===== config.mk =====
export PLATFORM = sky130hd
export DESIGN_NAME = circle_outline_tessellator
export DESIGN_NICKNAME = d
export VERILOG_FILES = /design/src/design/cot_pkg.sv /design/src/design/circle_outline_tessellator.sv
export SDC_FILE = /design/constraint.sdc
export NUM_CORES = 2
export LEC_CHECK = 0
export ABC_AREA = 1
export BUFFER_PORTS_ARGS = -buffer_cell sky130_fd_sc_hd__buf_2
export CORE_MARGIN = 2
export CORE_UTILIZATION = 39
export DETAILED_ROUTE_END_ITERATION = 12
export PLACE_DENSITY = 0.52
export RECOVER_POWER = 100
export SETUP_SLACK_MARGIN = 0.15
export SYNTH_ARGS = -nofsm -noshare
export SYNTH_HDL_FRONTEND = slang
export SYNTH_SLANG_ARGS = --single-unit

===== constraint.sdc =====
create_clock -name aclk -period 26 [get_ports aclk]
set_clock_uncertainty 0.15 [all_clocks]
set_input_delay 6.5 -clock aclk [delete_from_list [all_inputs] [get_ports aclk]]
set_output_delay 6.5 -clock aclk [all_outputs]
set_load 0.05 [all_outputs]

===== src/design/cot_pkg.sv =====
`timescale 1ns / 1ps
// ----------------------------------------------------------------------------
// cot_pkg
// Shared constants and tables for the circle outline tessellator.
// ----------------------------------------------------------------------------
package cot_pkg;

    localparam int SEG_BITS     = 6;
    localparam int SEGMENTS     = 1 << SEG_BITS;
    localparam int FRAC_BITS    = SEG_BITS - 2;
    localparam int CORDIC_STEPS = 24;
    localparam int CW           = 33;
    localparam int RW           = 25;
    localparam int DW           = 26;
    localparam int PW           = 2 * DW;
    localparam int SQW          = 56;
    localparam int SQ_STEPS     = SQW / 2;
    localparam int NW           = 48;
    localparam int REMW         = 30;
    localparam int ACCW         = 40;

    localparam logic signed [CW-1:0] CORDIC_GAIN = 33'sd652032874;
    localparam logic [30:0]          HALF_PI_Q30 = 31'd1686629713;
    localparam logic signed [RW+1:0] OUT_MAX     = 27'sd16777215;
    localparam logic signed [RW+1:0] OUT_MIN     = -27'sd16777216;

    typedef logic signed [RW-1:0] coord_t;

    function automatic logic signed [CW-1:0] atan_q30(input logic [4:0] k);
        logic signed [CW-1:0] a;
        unique case (k)
            5'd0:  a = 33'sd843314857;
            5'd1:  a = 33'sd497837829;
            5'd2:  a = 33'sd263043837;
            5'd3:  a = 33'sd133525159;
            5'd4:  a = 33'sd67021687;
            5'd5:  a = 33'sd33543516;
            5'd6:  a = 33'sd16775851;
            5'd7:  a = 33'sd8388437;
            5'd8:  a = 33'sd4194283;
            5'd9:  a = 33'sd2097149;
            5'd10: a = 33'sd1048576;
            5'd11: a = 33'sd524288;
            5'd12: a = 33'sd262144;
            5'd13: a = 33'sd131072;
            5'd14: a = 33'sd65536;
            5'd15: a = 33'sd32768;
            5'd16: a = 33'sd16384;
            5'd17: a = 33'sd8192;
            5'd18: a = 33'sd4096;
            5'd19: a = 33'sd2048;
            5'd20: a = 33'sd1024;
            5'd21: a = 33'sd512;
            5'd22: a = 33'sd256;
            5'd23: a = 33'sd128;
            default: a = '0;
        endcase
        return a;
    endfunction

endpackage


===== src/design/circle_outline_tessellator.sv =====
`timescale 1ns / 1ps
// ----------------------------------------------------------------------------
// circle_outline_tessellator
// Emits one rim point per segment of a 64-gon, and a stroke quad when stroked.
// ----------------------------------------------------------------------------
// channel   dir  handshake          payload
// s_        in   s_valid/s_ready    center, radius, thickness, visibility
// m_        out  m_valid/m_ready    rim point, four corners, stroke_valid, last
//
// Each segment end point runs a 24-step CORDIC, then two multiplies on the
// shared multiplier. With the stroke on, the segment adds a 28-step square
// root and two 48-step divides. A request runs through all 64 segments;
// s_ready is high only while idle.
// Reset is synchronous, active low, and returns the sequencer to idle.
// A stalled m_ready holds the current result and the sequencer.
// ----------------------------------------------------------------------------
module circle_outline_tessellator (
    input  logic        aclk,
    input  logic        aresetn,
    input  logic        s_valid,
    output logic        s_ready,
    input  logic signed [15:0] s_center_x,
    input  logic signed [15:0] s_center_y,
    input  logic [13:0] s_radius,
    input  logic [15:0] s_thickness,
    input  logic        s_fill_visible,
    input  logic        s_stroke_visible,
    output logic        m_valid,
    input  logic        m_ready,
    output cot_pkg::coord_t m_rim_x,
    output cot_pkg::coord_t m_rim_y,
    output cot_pkg::coord_t m_corner_a_x,
    output cot_pkg::coord_t m_corner_a_y,
    output cot_pkg::coord_t m_corner_b_x,
    output cot_pkg::coord_t m_corner_b_y,
    output cot_pkg::coord_t m_corner_c_x,
    output cot_pkg::coord_t m_corner_c_y,
    output cot_pkg::coord_t m_corner_d_x,
    output cot_pkg::coord_t m_corner_d_y,
    output logic        m_stroke_valid,
    output logic        m_last
);
    import cot_pkg::*;

    localparam logic [3:0] S_IDLE = 4'd0;
    localparam logic [3:0] S_ZI   = 4'd1;
    localparam logic [3:0] S_CORD = 4'd2;
    localparam logic [3:0] S_ROT  = 4'd3;
    localparam logic [3:0] S_RX   = 4'd4;
    localparam logic [3:0] S_RY   = 4'd5;
    localparam logic [3:0] S_RW   = 4'd6;
    localparam logic [3:0] S_DXX  = 4'd7;
    localparam logic [3:0] S_DYY  = 4'd8;
    localparam logic [3:0] S_SQI  = 4'd9;
    localparam logic [3:0] S_SQ   = 4'd10;
    localparam logic [3:0] S_MUL  = 4'd11;
    localparam logic [3:0] S_DVI  = 4'd12;
    localparam logic [3:0] S_DV   = 4'd13;
    localparam logic [3:0] S_OUT  = 4'd14;

    logic [3:0] state_reg;
    logic [SEG_BITS-1:0] seg_reg, idx_reg;
    logic [5:0] cnt_reg;
    logic have_start_reg, stroke_on_reg, div_y_reg, neg_reg, sv_reg;
    logic signed [15:0] cx_reg, cy_reg;
    logic [13:0] rad_reg;
    logic [15:0] thk_reg;
    logic signed [CW-1:0] x_reg, y_reg, z_reg;
    logic [1:0] quad_reg;
    logic signed [15:0] c_reg, s_reg;
    logic signed [PW-1:0] prod_reg;
    coord_t rx_reg, p0x_reg, p0y_reg, p1x_reg, p1y_reg;
    logic [ACCW-1:0] acc_reg;
    logic [SQW-1:0] v_reg, res_reg, bit_reg;
    logic [NW-1:0] num_reg;
    logic [REMW-1:0] rem_reg;
    logic signed [DW-1:0] ox_reg, oy_reg;

    logic signed [DW-1:0] ma, mb, dx, dy, tq;
    logic signed [PW-1:0] mprod;
    logic signed [CW-1:0] xs, ys;
    logic signed [15:0] cq, sq;
    logic [34:0] zprod;
    coord_t rim_new;
    logic signed [CW-1:0] rim_sum;
    logic [SQW-1:0] sq_t;
    logic [REMW:0] rem_sh;
    logic [REMW+1:0] diff;
    logic [REMW:0] dvs;
    logic [NW-1:0] nmag;

    function automatic logic signed [15:0] to_q15(input logic signed [CW-1:0] v);
        logic signed [CW-1:0] r;
        r = (v + 33'sd16384) >>> 15;
        if (r > 33'sd32767) r = 33'sd32767;
        if (r < -33'sd32767) r = -33'sd32767;
        return r[15:0];
    endfunction

    function automatic coord_t sat25(input logic signed [RW+1:0] v);
        logic signed [RW+1:0] r;
        r = v;
        if (r > OUT_MAX) r = OUT_MAX;
        if (r < OUT_MIN) r = OUT_MIN;
        return r[RW-1:0];
    endfunction

    assign dx = DW'(p1x_reg) - DW'(p0x_reg);
    assign dy = DW'(p1y_reg) - DW'(p0y_reg);
    assign tq = DW'({thk_reg, 8'd0});

    always_comb begin
        ma = DW'($signed({1'b0, rad_reg}));
        mb = DW'(c_reg);
        unique case (state_reg)
            S_RY:    mb = DW'(s_reg);
            S_DXX:   begin ma = dx; mb = dx; end
            S_DYY:   begin ma = dy; mb = dy; end
            S_MUL:   begin ma = div_y_reg ? dx : dy; mb = tq; end
            default: ;
        endcase
    end
    assign mprod = ma * mb;

    assign xs = x_reg >>> cnt_reg[4:0];
    assign ys = y_reg >>> cnt_reg[4:0];
    assign cq = to_q15(x_reg);
    assign sq = to_q15(y_reg);
    assign zprod = 35'(idx_reg[FRAC_BITS-1:0]) * 35'(HALF_PI_Q30);
    assign rim_sum = (CW'(prod_reg) + 33'sd64) >>> 7;
    assign rim_new = RW'(CW'(state_reg == S_RY ? cx_reg : cy_reg) * 33'sd256 + rim_sum);

    assign sq_t = res_reg + bit_reg;
    assign dvs = {res_reg[REMW-1:0], 1'b0};
    assign rem_sh = {rem_reg, num_reg[NW-1]};
    assign diff = {1'b0, rem_sh} - {1'b0, dvs};
    assign nmag = prod_reg[PW-1] ? NW'(-prod_reg) : NW'(prod_reg);

    always_ff @(posedge aclk) begin
        if (!aresetn) begin
            state_reg <= S_IDLE;
            seg_reg <= '0;
            idx_reg <= '0;
            cnt_reg <= '0;
            have_start_reg <= 1'b0;
            div_y_reg <= 1'b0;
        end else begin
            unique case (state_reg)
                S_IDLE: begin
                    if (s_valid) begin
                        cx_reg <= s_center_x;
                        cy_reg <= s_center_y;
                        rad_reg <= s_radius;
                        thk_reg <= s_thickness;
                        stroke_on_reg <= (s_thickness != 16'd0) && s_stroke_visible
                                         && (s_radius != 14'd0);
                        seg_reg <= '0;
                        idx_reg <= '0;
                        have_start_reg <= 1'b0;
                        if (s_fill_visible || ((s_thickness != 16'd0) && s_stroke_visible
                                               && (s_radius != 14'd0))) begin
                            state_reg <= S_ZI;
                        end
                    end
                end
                S_ZI: begin
                    x_reg <= CORDIC_GAIN;
                    y_reg <= '0;
                    z_reg <= CW'(zprod >> FRAC_BITS);
                    quad_reg <= idx_reg[SEG_BITS-1:SEG_BITS-2];
                    cnt_reg <= '0;
                    state_reg <= S_CORD;
                end
                S_CORD: begin
                    if (!z_reg[CW-1]) begin
                        x_reg <= x_reg - ys;
                        y_reg <= y_reg + xs;
                        z_reg <= z_reg - atan_q30(cnt_reg[4:0]);
                    end else begin
                        x_reg <= x_reg + ys;
                        y_reg <= y_reg - xs;
                        z_reg <= z_reg + atan_q30(cnt_reg[4:0]);
                    end
                    cnt_reg <= cnt_reg + 6'd1;
                    if (cnt_reg == 6'(CORDIC_STEPS - 1)) state_reg <= S_ROT;
                end
                S_ROT: begin
                    unique case (quad_reg)
                        2'd0: begin c_reg <= cq; s_reg <= sq; end
                        2'd1: begin c_reg <= -sq; s_reg <= cq; end
                        2'd2: begin c_reg <= -cq; s_reg <= -sq; end
                        default: begin c_reg <= sq; s_reg <= -cq; end
                    endcase
                    state_reg <= S_RX;
                end
                S_RX: begin
                    prod_reg <= mprod;
                    state_reg <= S_RY;
                end
                S_RY: begin
                    prod_reg <= mprod;
                    rx_reg <= rim_new;
                    state_reg <= S_RW;
                end
                S_RW: begin
                    sv_reg <= 1'b0;
                    if (!have_start_reg) begin
                        p0x_reg <= rx_reg;
                        p0y_reg <= rim_new;
                        have_start_reg <= 1'b1;
                        idx_reg <= idx_reg + 1'b1;
                        state_reg <= S_ZI;
                    end else begin
                        p1x_reg <= rx_reg;
                        p1y_reg <= rim_new;
                        state_reg <= stroke_on_reg ? S_DXX : S_OUT;
                    end
                end
                S_DXX: begin
                    prod_reg <= mprod;
                    state_reg <= S_DYY;
                end
                S_DYY: begin
                    acc_reg <= prod_reg[ACCW-1:0];
                    prod_reg <= mprod;
                    state_reg <= S_SQI;
                end
                S_SQI: begin
                    v_reg <= {acc_reg + prod_reg[ACCW-1:0], 16'd0};
                    res_reg <= '0;
                    bit_reg <= SQW'(1) << (SQW - 2);
                    cnt_reg <= '0;
                    state_reg <= S_SQ;
                end
                S_SQ: begin
                    if (v_reg >= sq_t) begin
                        v_reg <= v_reg - sq_t;
                        res_reg <= (res_reg >> 1) + bit_reg;
                    end else begin
                        res_reg <= res_reg >> 1;
                    end
                    bit_reg <= bit_reg >> 2;
                    cnt_reg <= cnt_reg + 6'd1;
                    if (cnt_reg == 6'(SQ_STEPS - 1)) begin
                        div_y_reg <= 1'b0;
                        state_reg <= S_MUL;
                    end
                end
                S_MUL: begin
                    if (res_reg == '0) begin
                        state_reg <= S_OUT;
                    end else begin
                        prod_reg <= mprod;
                        state_reg <= S_DVI;
                    end
                end
                S_DVI: begin
                    // the x offset negates dy*t
                    neg_reg <= div_y_reg ? prod_reg[PW-1]
                                         : (!prod_reg[PW-1] && prod_reg != '0);
                    num_reg <= nmag + res_reg[NW-1:0];
                    rem_reg <= '0;
                    cnt_reg <= '0;
                    state_reg <= S_DV;
                end
                S_DV: begin
                    num_reg <= {num_reg[NW-2:0], ~diff[REMW+1]};
                    rem_reg <= diff[REMW+1] ? rem_sh[REMW-1:0] : diff[REMW-1:0];
                    cnt_reg <= cnt_reg + 6'd1;
                    if (cnt_reg == 6'(NW - 1)) begin
                        if (div_y_reg) begin
                            oy_reg <= neg_reg ? -DW'({num_reg[NW-2:0], ~diff[REMW+1]})
                                              : DW'({num_reg[NW-2:0], ~diff[REMW+1]});
                            sv_reg <= 1'b1;
                            state_reg <= S_OUT;
                        end else begin
                            ox_reg <= neg_reg ? -DW'({num_reg[NW-2:0], ~diff[REMW+1]})
                                              : DW'({num_reg[NW-2:0], ~diff[REMW+1]});
                            div_y_reg <= 1'b1;
                            state_reg <= S_MUL;
                        end
                    end
                end
                S_OUT: begin
                    if (m_ready) begin
                        if (seg_reg == SEG_BITS'(SEGMENTS - 1)) begin
                            state_reg <= S_IDLE;
                        end else begin
                            seg_reg <= seg_reg + 1'b1;
                            idx_reg <= seg_reg + SEG_BITS'(2);
                            p0x_reg <= p1x_reg;
                            p0y_reg <= p1y_reg;
                            state_reg <= S_ZI;
                        end
                    end
                end
                default: state_reg <= S_IDLE;
            endcase
        end
    end

    assign s_ready = (state_reg == S_IDLE);
    assign m_valid = (state_reg == S_OUT);
    assign m_rim_x = p0x_reg;
    assign m_rim_y = p0y_reg;
    assign m_stroke_valid = sv_reg;
    assign m_last = (seg_reg == SEG_BITS'(SEGMENTS - 1));
    assign m_corner_a_x = sv_reg ? sat25((RW+2)'(p0x_reg) + (RW+2)'(ox_reg)) : '0;
    assign m_corner_a_y = sv_reg ? sat25((RW+2)'(p0y_reg) + (RW+2)'(oy_reg)) : '0;
    assign m_corner_b_x = sv_reg ? sat25((RW+2)'(p0x_reg) - (RW+2)'(ox_reg)) : '0;
    assign m_corner_b_y = sv_reg ? sat25((RW+2)'(p0y_reg) - (RW+2)'(oy_reg)) : '0;
    assign m_corner_c_x = sv_reg ? sat25((RW+2)'(p1x_reg) - (RW+2)'(ox_reg)) : '0;
    assign m_corner_c_y = sv_reg ? sat25((RW+2)'(p1y_reg) - (RW+2)'(oy_reg)) : '0;
    assign m_corner_d_x = sv_reg ? sat25((RW+2)'(p1x_reg) + (RW+2)'(ox_reg)) : '0;
    assign m_corner_d_y = sv_reg ? sat25((RW+2)'(p1y_reg) + (RW+2)'(oy_reg)) : '0;

endmodule


* Word level (Yosys, flattened, before mapping) *
Memory sizes are Yosys's and may differ from the RTL's. A register that Yosys moved wholly into a read port is not among the register bits.
Cells that the tools add are included.

cells by class
  $add $sub $neg = 34
  multiply operators = 2
  order comparisons = 21
  equal/unequal tests = 31
  shift-type cells = 2
  muxes and demuxes = 100
  bitwise logic cells = 2
  reduce and logical (&&, ||, !) cells = 46

operator list
  kind                                                                               count
  25-bit 2-to-1 mux                                                                  22
  33-bit 2-to-1 mux                                                                  11
  56-bit case mux with 2 select lines                                                3
  27-bit by 25-bit greater-than comparator with 1-bit output, second input constant  8
  27-bit by 25-bit < comparator with 1-bit output, second input constant             8
  27-bit 2-to-1 mux                                                                  8
  33-bit case mux with 2 select lines                                                3
  56-bit 2-to-1 mux                                                                  2
  25-bit by 26-bit adder with 27-bit output                                          4
  25-bit by 26-bit subtractor with 27-bit output                                     4
  26-bit case mux with 4 select lines                                                1
  52-bit case mux with 2 select lines                                                1
  25-bit case mux with 2 select lines                                                2
  33-bit adder                                                                       3
  33-bit subtractor                                                                  3
  16-bit case mux with 3 select lines                                                2
  48-bit case mux with 2 select lines                                                1
  26-bit case mux with 3 select lines                                                1
  33-bit by 16-bit adder with 33-bit output, second input constant                   2
  33-bit by 16-bit < comparator with 1-bit output, second input constant             2
  33-bit by 5-bit >>> shifter with 33-bit output                                     2
  30-bit case mux with 2 select lines                                                1
  4-bit case mux with 15 select lines                                                1
  55-bit by 56-bit adder with 56-bit output                                          1
  other kinds (61)                                                                   142

storage, ports and cells
  flip-flop bits (word level) = 737
  memory bits (read-only) = 1920
  input port bits = 68
  output and inout bits = 254
  logic and storage cells = 273
  memories kept = 2

memories
  name             depth  width  read ports  clocked after Yosys merged registers in  write ports  RTL line       RTL
  (no name shown)  32     30     1           1                                        0            cot_pkg.sv:31  unique case (k)
  (no name shown)  32     30     1           1                                        0            cot_pkg.sv:31

* Logic depth before layout (Yosys ltp) *
  word-level depth = 7
  gate-level depth with buffers = 47
  mapped depth without buffers = 46

* Least setup slack after synthesis *
OpenSTA, ideal clock, no wires.

  kind = input -> register
  start point = input port aresetn
  end point = register p0x_reg[0] (netlist: m_rim_x[0]), enable pin
  library setup time = 0.726 ns
  arrival = 14.562 ns
  data required time = 25.124 ns
  slack = 10.562 ns
  stages on the path = 2
  buffers on the path = 0
  path through = clkinv_1 > a2111oi_0

on the way
  cells in the longest elaborated chain, start to end = 1

RTL lines
  what                           RTL line                           RTL
  start: declaration             circle_outline_tessellator.sv:19   input logic aresetn,
  5-bit AND reduction (no line)  -
  end signal: assignment         circle_outline_tessellator.sv:208  p0x_reg <= rx_reg;
  end signal: assignment         circle_outline_tessellator.sv:291  p0x_reg <= p1x_reg;
  end: declaration               circle_outline_tessellator.sv:72   coord_t rx_reg, p0x_reg, p0y_reg, p1x_reg, p1y_reg;

Every way passes these cells.
A chain may end at the register's enable or synchronous reset.

* Final worst setup path *
  start point = input port aresetn
  end point = register y_reg[3], enable pin

on the way
  cells in the longest elaborated chain, start to end = 1

RTL lines
  what                           RTL line                           RTL
  2-bit AND reduction (no line)  -
  end signal: assignment         circle_outline_tessellator.sv:177  y_reg <= y_reg + xs;
  end signal: assignment         circle_outline_tessellator.sv:181  y_reg <= y_reg - xs;
  end: declaration               circle_outline_tessellator.sv:68   logic signed [CW-1:0] x_reg, y_reg, z_reg;

Every way passes these cells.

==> flow_summary.yaml <==
logic_synthesis:
  ys_top_cells_by_count: "nand2_1, inv_1, a21oi_1"
  synth.cell_area_um2: 98200
  synthArstFlopShare_pct: 0
  syn-instance-count: 13300
  seq_area_frac_synth_pct: 22.0
  synth_top_area_cell: "edfxtp_1"
  ys_ff_latch: 739
  ys_types: 75
  synthTopCellsByArea: "edfxtp_1, fa_1, nand2_1, ha_1, inv_1"
  synth_nets: 14900
  synth-edff-count: 685
  synth.avg_cell_area_um2: 7.40
  synth_top_area_share_pct: 20.9
  synth_ff_type: "edfxtp_1"
  yosysMostFrequentCell: "nand2_1"
  synth_warnings: 0
route:
  ant_nets: 0
  vias_per_cell: 5.51
  wl_per_cell_um: 24.9
  vias: 92800
  post-route-drc-count: 0
  dr.pass1.iters: 6
  totalWireLength_um: 419000
  drt_iter0_markers: 8977
clocking:
  worstSkewPairLatency_ns: 0.77
  htreeDepth: 3
  cts_root_buffer: "clkbuf_16"
  cts.sinks: 739
  clkTransAtPathRegs_ns: 0.06
  cts_setup_buffers: 0
  cts-resized-gates: 0
  clock_path_buffers: 3
  cts_tree: "yes"
  cts-buffers-inserted: 100
  ctsHoldBuffers: 0
floorplanning:
  rows: 184
  core-area_um2: 251000
  die_x_um: 506
  dieArea_um2: 256000
  dieHeight_um: 506
  initial_utilization_pct: 39.1
  io_pins: 322
global_route:
  grt_max_degree: 109
  use_met2_pct: 49.4
  grt_pass1_wl_um: 608000
  grt_use_met3_pct: 4.75
  grt_use_total_pct: 31.8
  grt_util_met1_pct: 44.4
  first_global_vias: 89600
  overflow: 0
  grt.busiest_layer: "met2"
  antenna_found_initial: 6
layout:
  fin_nets: 15000
  post-route-util_pct: 42.4
  layout-drive-gt1-share_pct: 3.44
  syn_to_final_growth_pct: 8.25
worst_setup_path:
  worst_setup_path_start_kind: "primary input"
  cp.arrival_ns: 14.16
  reg2reg_from: "state_reg[2]"
  critPathCaptureType: "flip-flop"
  critPathCapture: "y_reg[3]"
  worstReg2RegEnd: "prod_reg[50]"
  rr_worst_depth: 39
  cp_max_fo: 66
  crit_start: "aresetn"
  setup.worst_path.class: "in2reg"
  cp.required_ns: 26.07
  regToRegSetupSlack_ns: 13.62
outcome:
  status: "finished, violations left"
  violations: "max-capacitance violations, max-slew violations"
place:
  gp_congestion: 1.03
  io_buffer_count: 321
  dp_hpwl_um: 345000
timing:
  max_clock_freq_mhz: 71.0
  report.final.slew_viol_count: 1481
  min_period_over_period_pct: 54.2
  fin_tns_setup_ns: 0
  timing.slew.headroom_pct: -192
  finalSetupViolations: 0
  min_period_ns: 14.09
  rsz0062_at_grt: "no"
  hold_viol_final: 0
  tightest_slew_ns: 4.38
hold_path:
  hp-class: "reg2reg"
run:
  max_cap_viol_count: 37
## layout by cell type (no fill, tap or decap), drive strengths merged, types with 111 or more instances in the layout
cell and count:
a21oi 1215, a31oi 163, buf 122, clkbuf 434
edfxtp 685, fa 738, ha 795, inv 2231
nand2 2754, nand3 459, nand4 111, nor2 1214
nor3 145, o21ai 926, xnor2 172, xor2 481
## logic make-up (layout without fill, tap and decap cells)
group,Yosys count,after routing,share of synthesized area [%]
AO/OA/AOI/OAI,2767,2767,15.7
XOR/XNOR,653,653,5.84
AND/OR/NAND/NOR,4892,4892,20.4
other,0,1,0
buffers and inverters,2633,2864,10.3
adder cells (fa/ha/maj),1533,1533,25.2
flip-flops,739,739,22.0
multiplexers,51,51,0.520
## final cells by class
type	instances	area (um2)
inverter	2238	8400
fill	26400	145000
timing repair buffer	440	2020
antenna	1	2.50
tap	3348	4190
clock buffer	116	2630
clock inverter	70	906
sequential	739	21700
multi-input combinational	9896	66500
## worst max-delay path, stage by stage
cell and delay [ns]:
clkbuf_1 0.60, clkinv_1 0.72, clkbuf_1 0.81, nor3_1 0.38, clkbuf_1 1.82, clkbuf_1 3.17
## metrics by stage
step           instances  worst slack, ns  hold WS, ns  instance area [um2]
2_1_floorplan      13300            10.56        0.277                98200
3_3_place_gp       16700            14.88        0.292               103000
3_5_place_dp       16700            14.76        0.297               103000
4_1_cts            16800            13.98        0.310               107000
5_1_grt            16800            11.38        0.320               106000
6_report           16800            11.91        0.288               106000
## per-layer routing
layer	share of wire, %	wire (um)
met1	44	186000
met2	44	185000
met3	6.9	28900
met4	4.6	19100
met5	0.0019	8
## worst min path at each step
stage / from / to / slack (ns) / cells after the start
2_1_floorplan: rx_reg[0] / p1x_reg[0] / 0.28 / 0
3_3_place_gp: rx_reg[4] / p1x_reg[4] / 0.29 / 0
3_5_place_dp: rx_reg[4] / p1x_reg[4] / 0.30 / 0
4_1_cts: rx_reg[3] / p1x_reg[3] / 0.31 / 0
5_1_grt: rx_reg[2] / p1x_reg[2] / 0.32 / 0
6_report: rx_reg[3] / p1x_reg[3] / 0.29 / 0
Power is left out: the tool's default activity adds up to more than one toggle a clock period on the data nets, which glitch-free logic cannot reach.
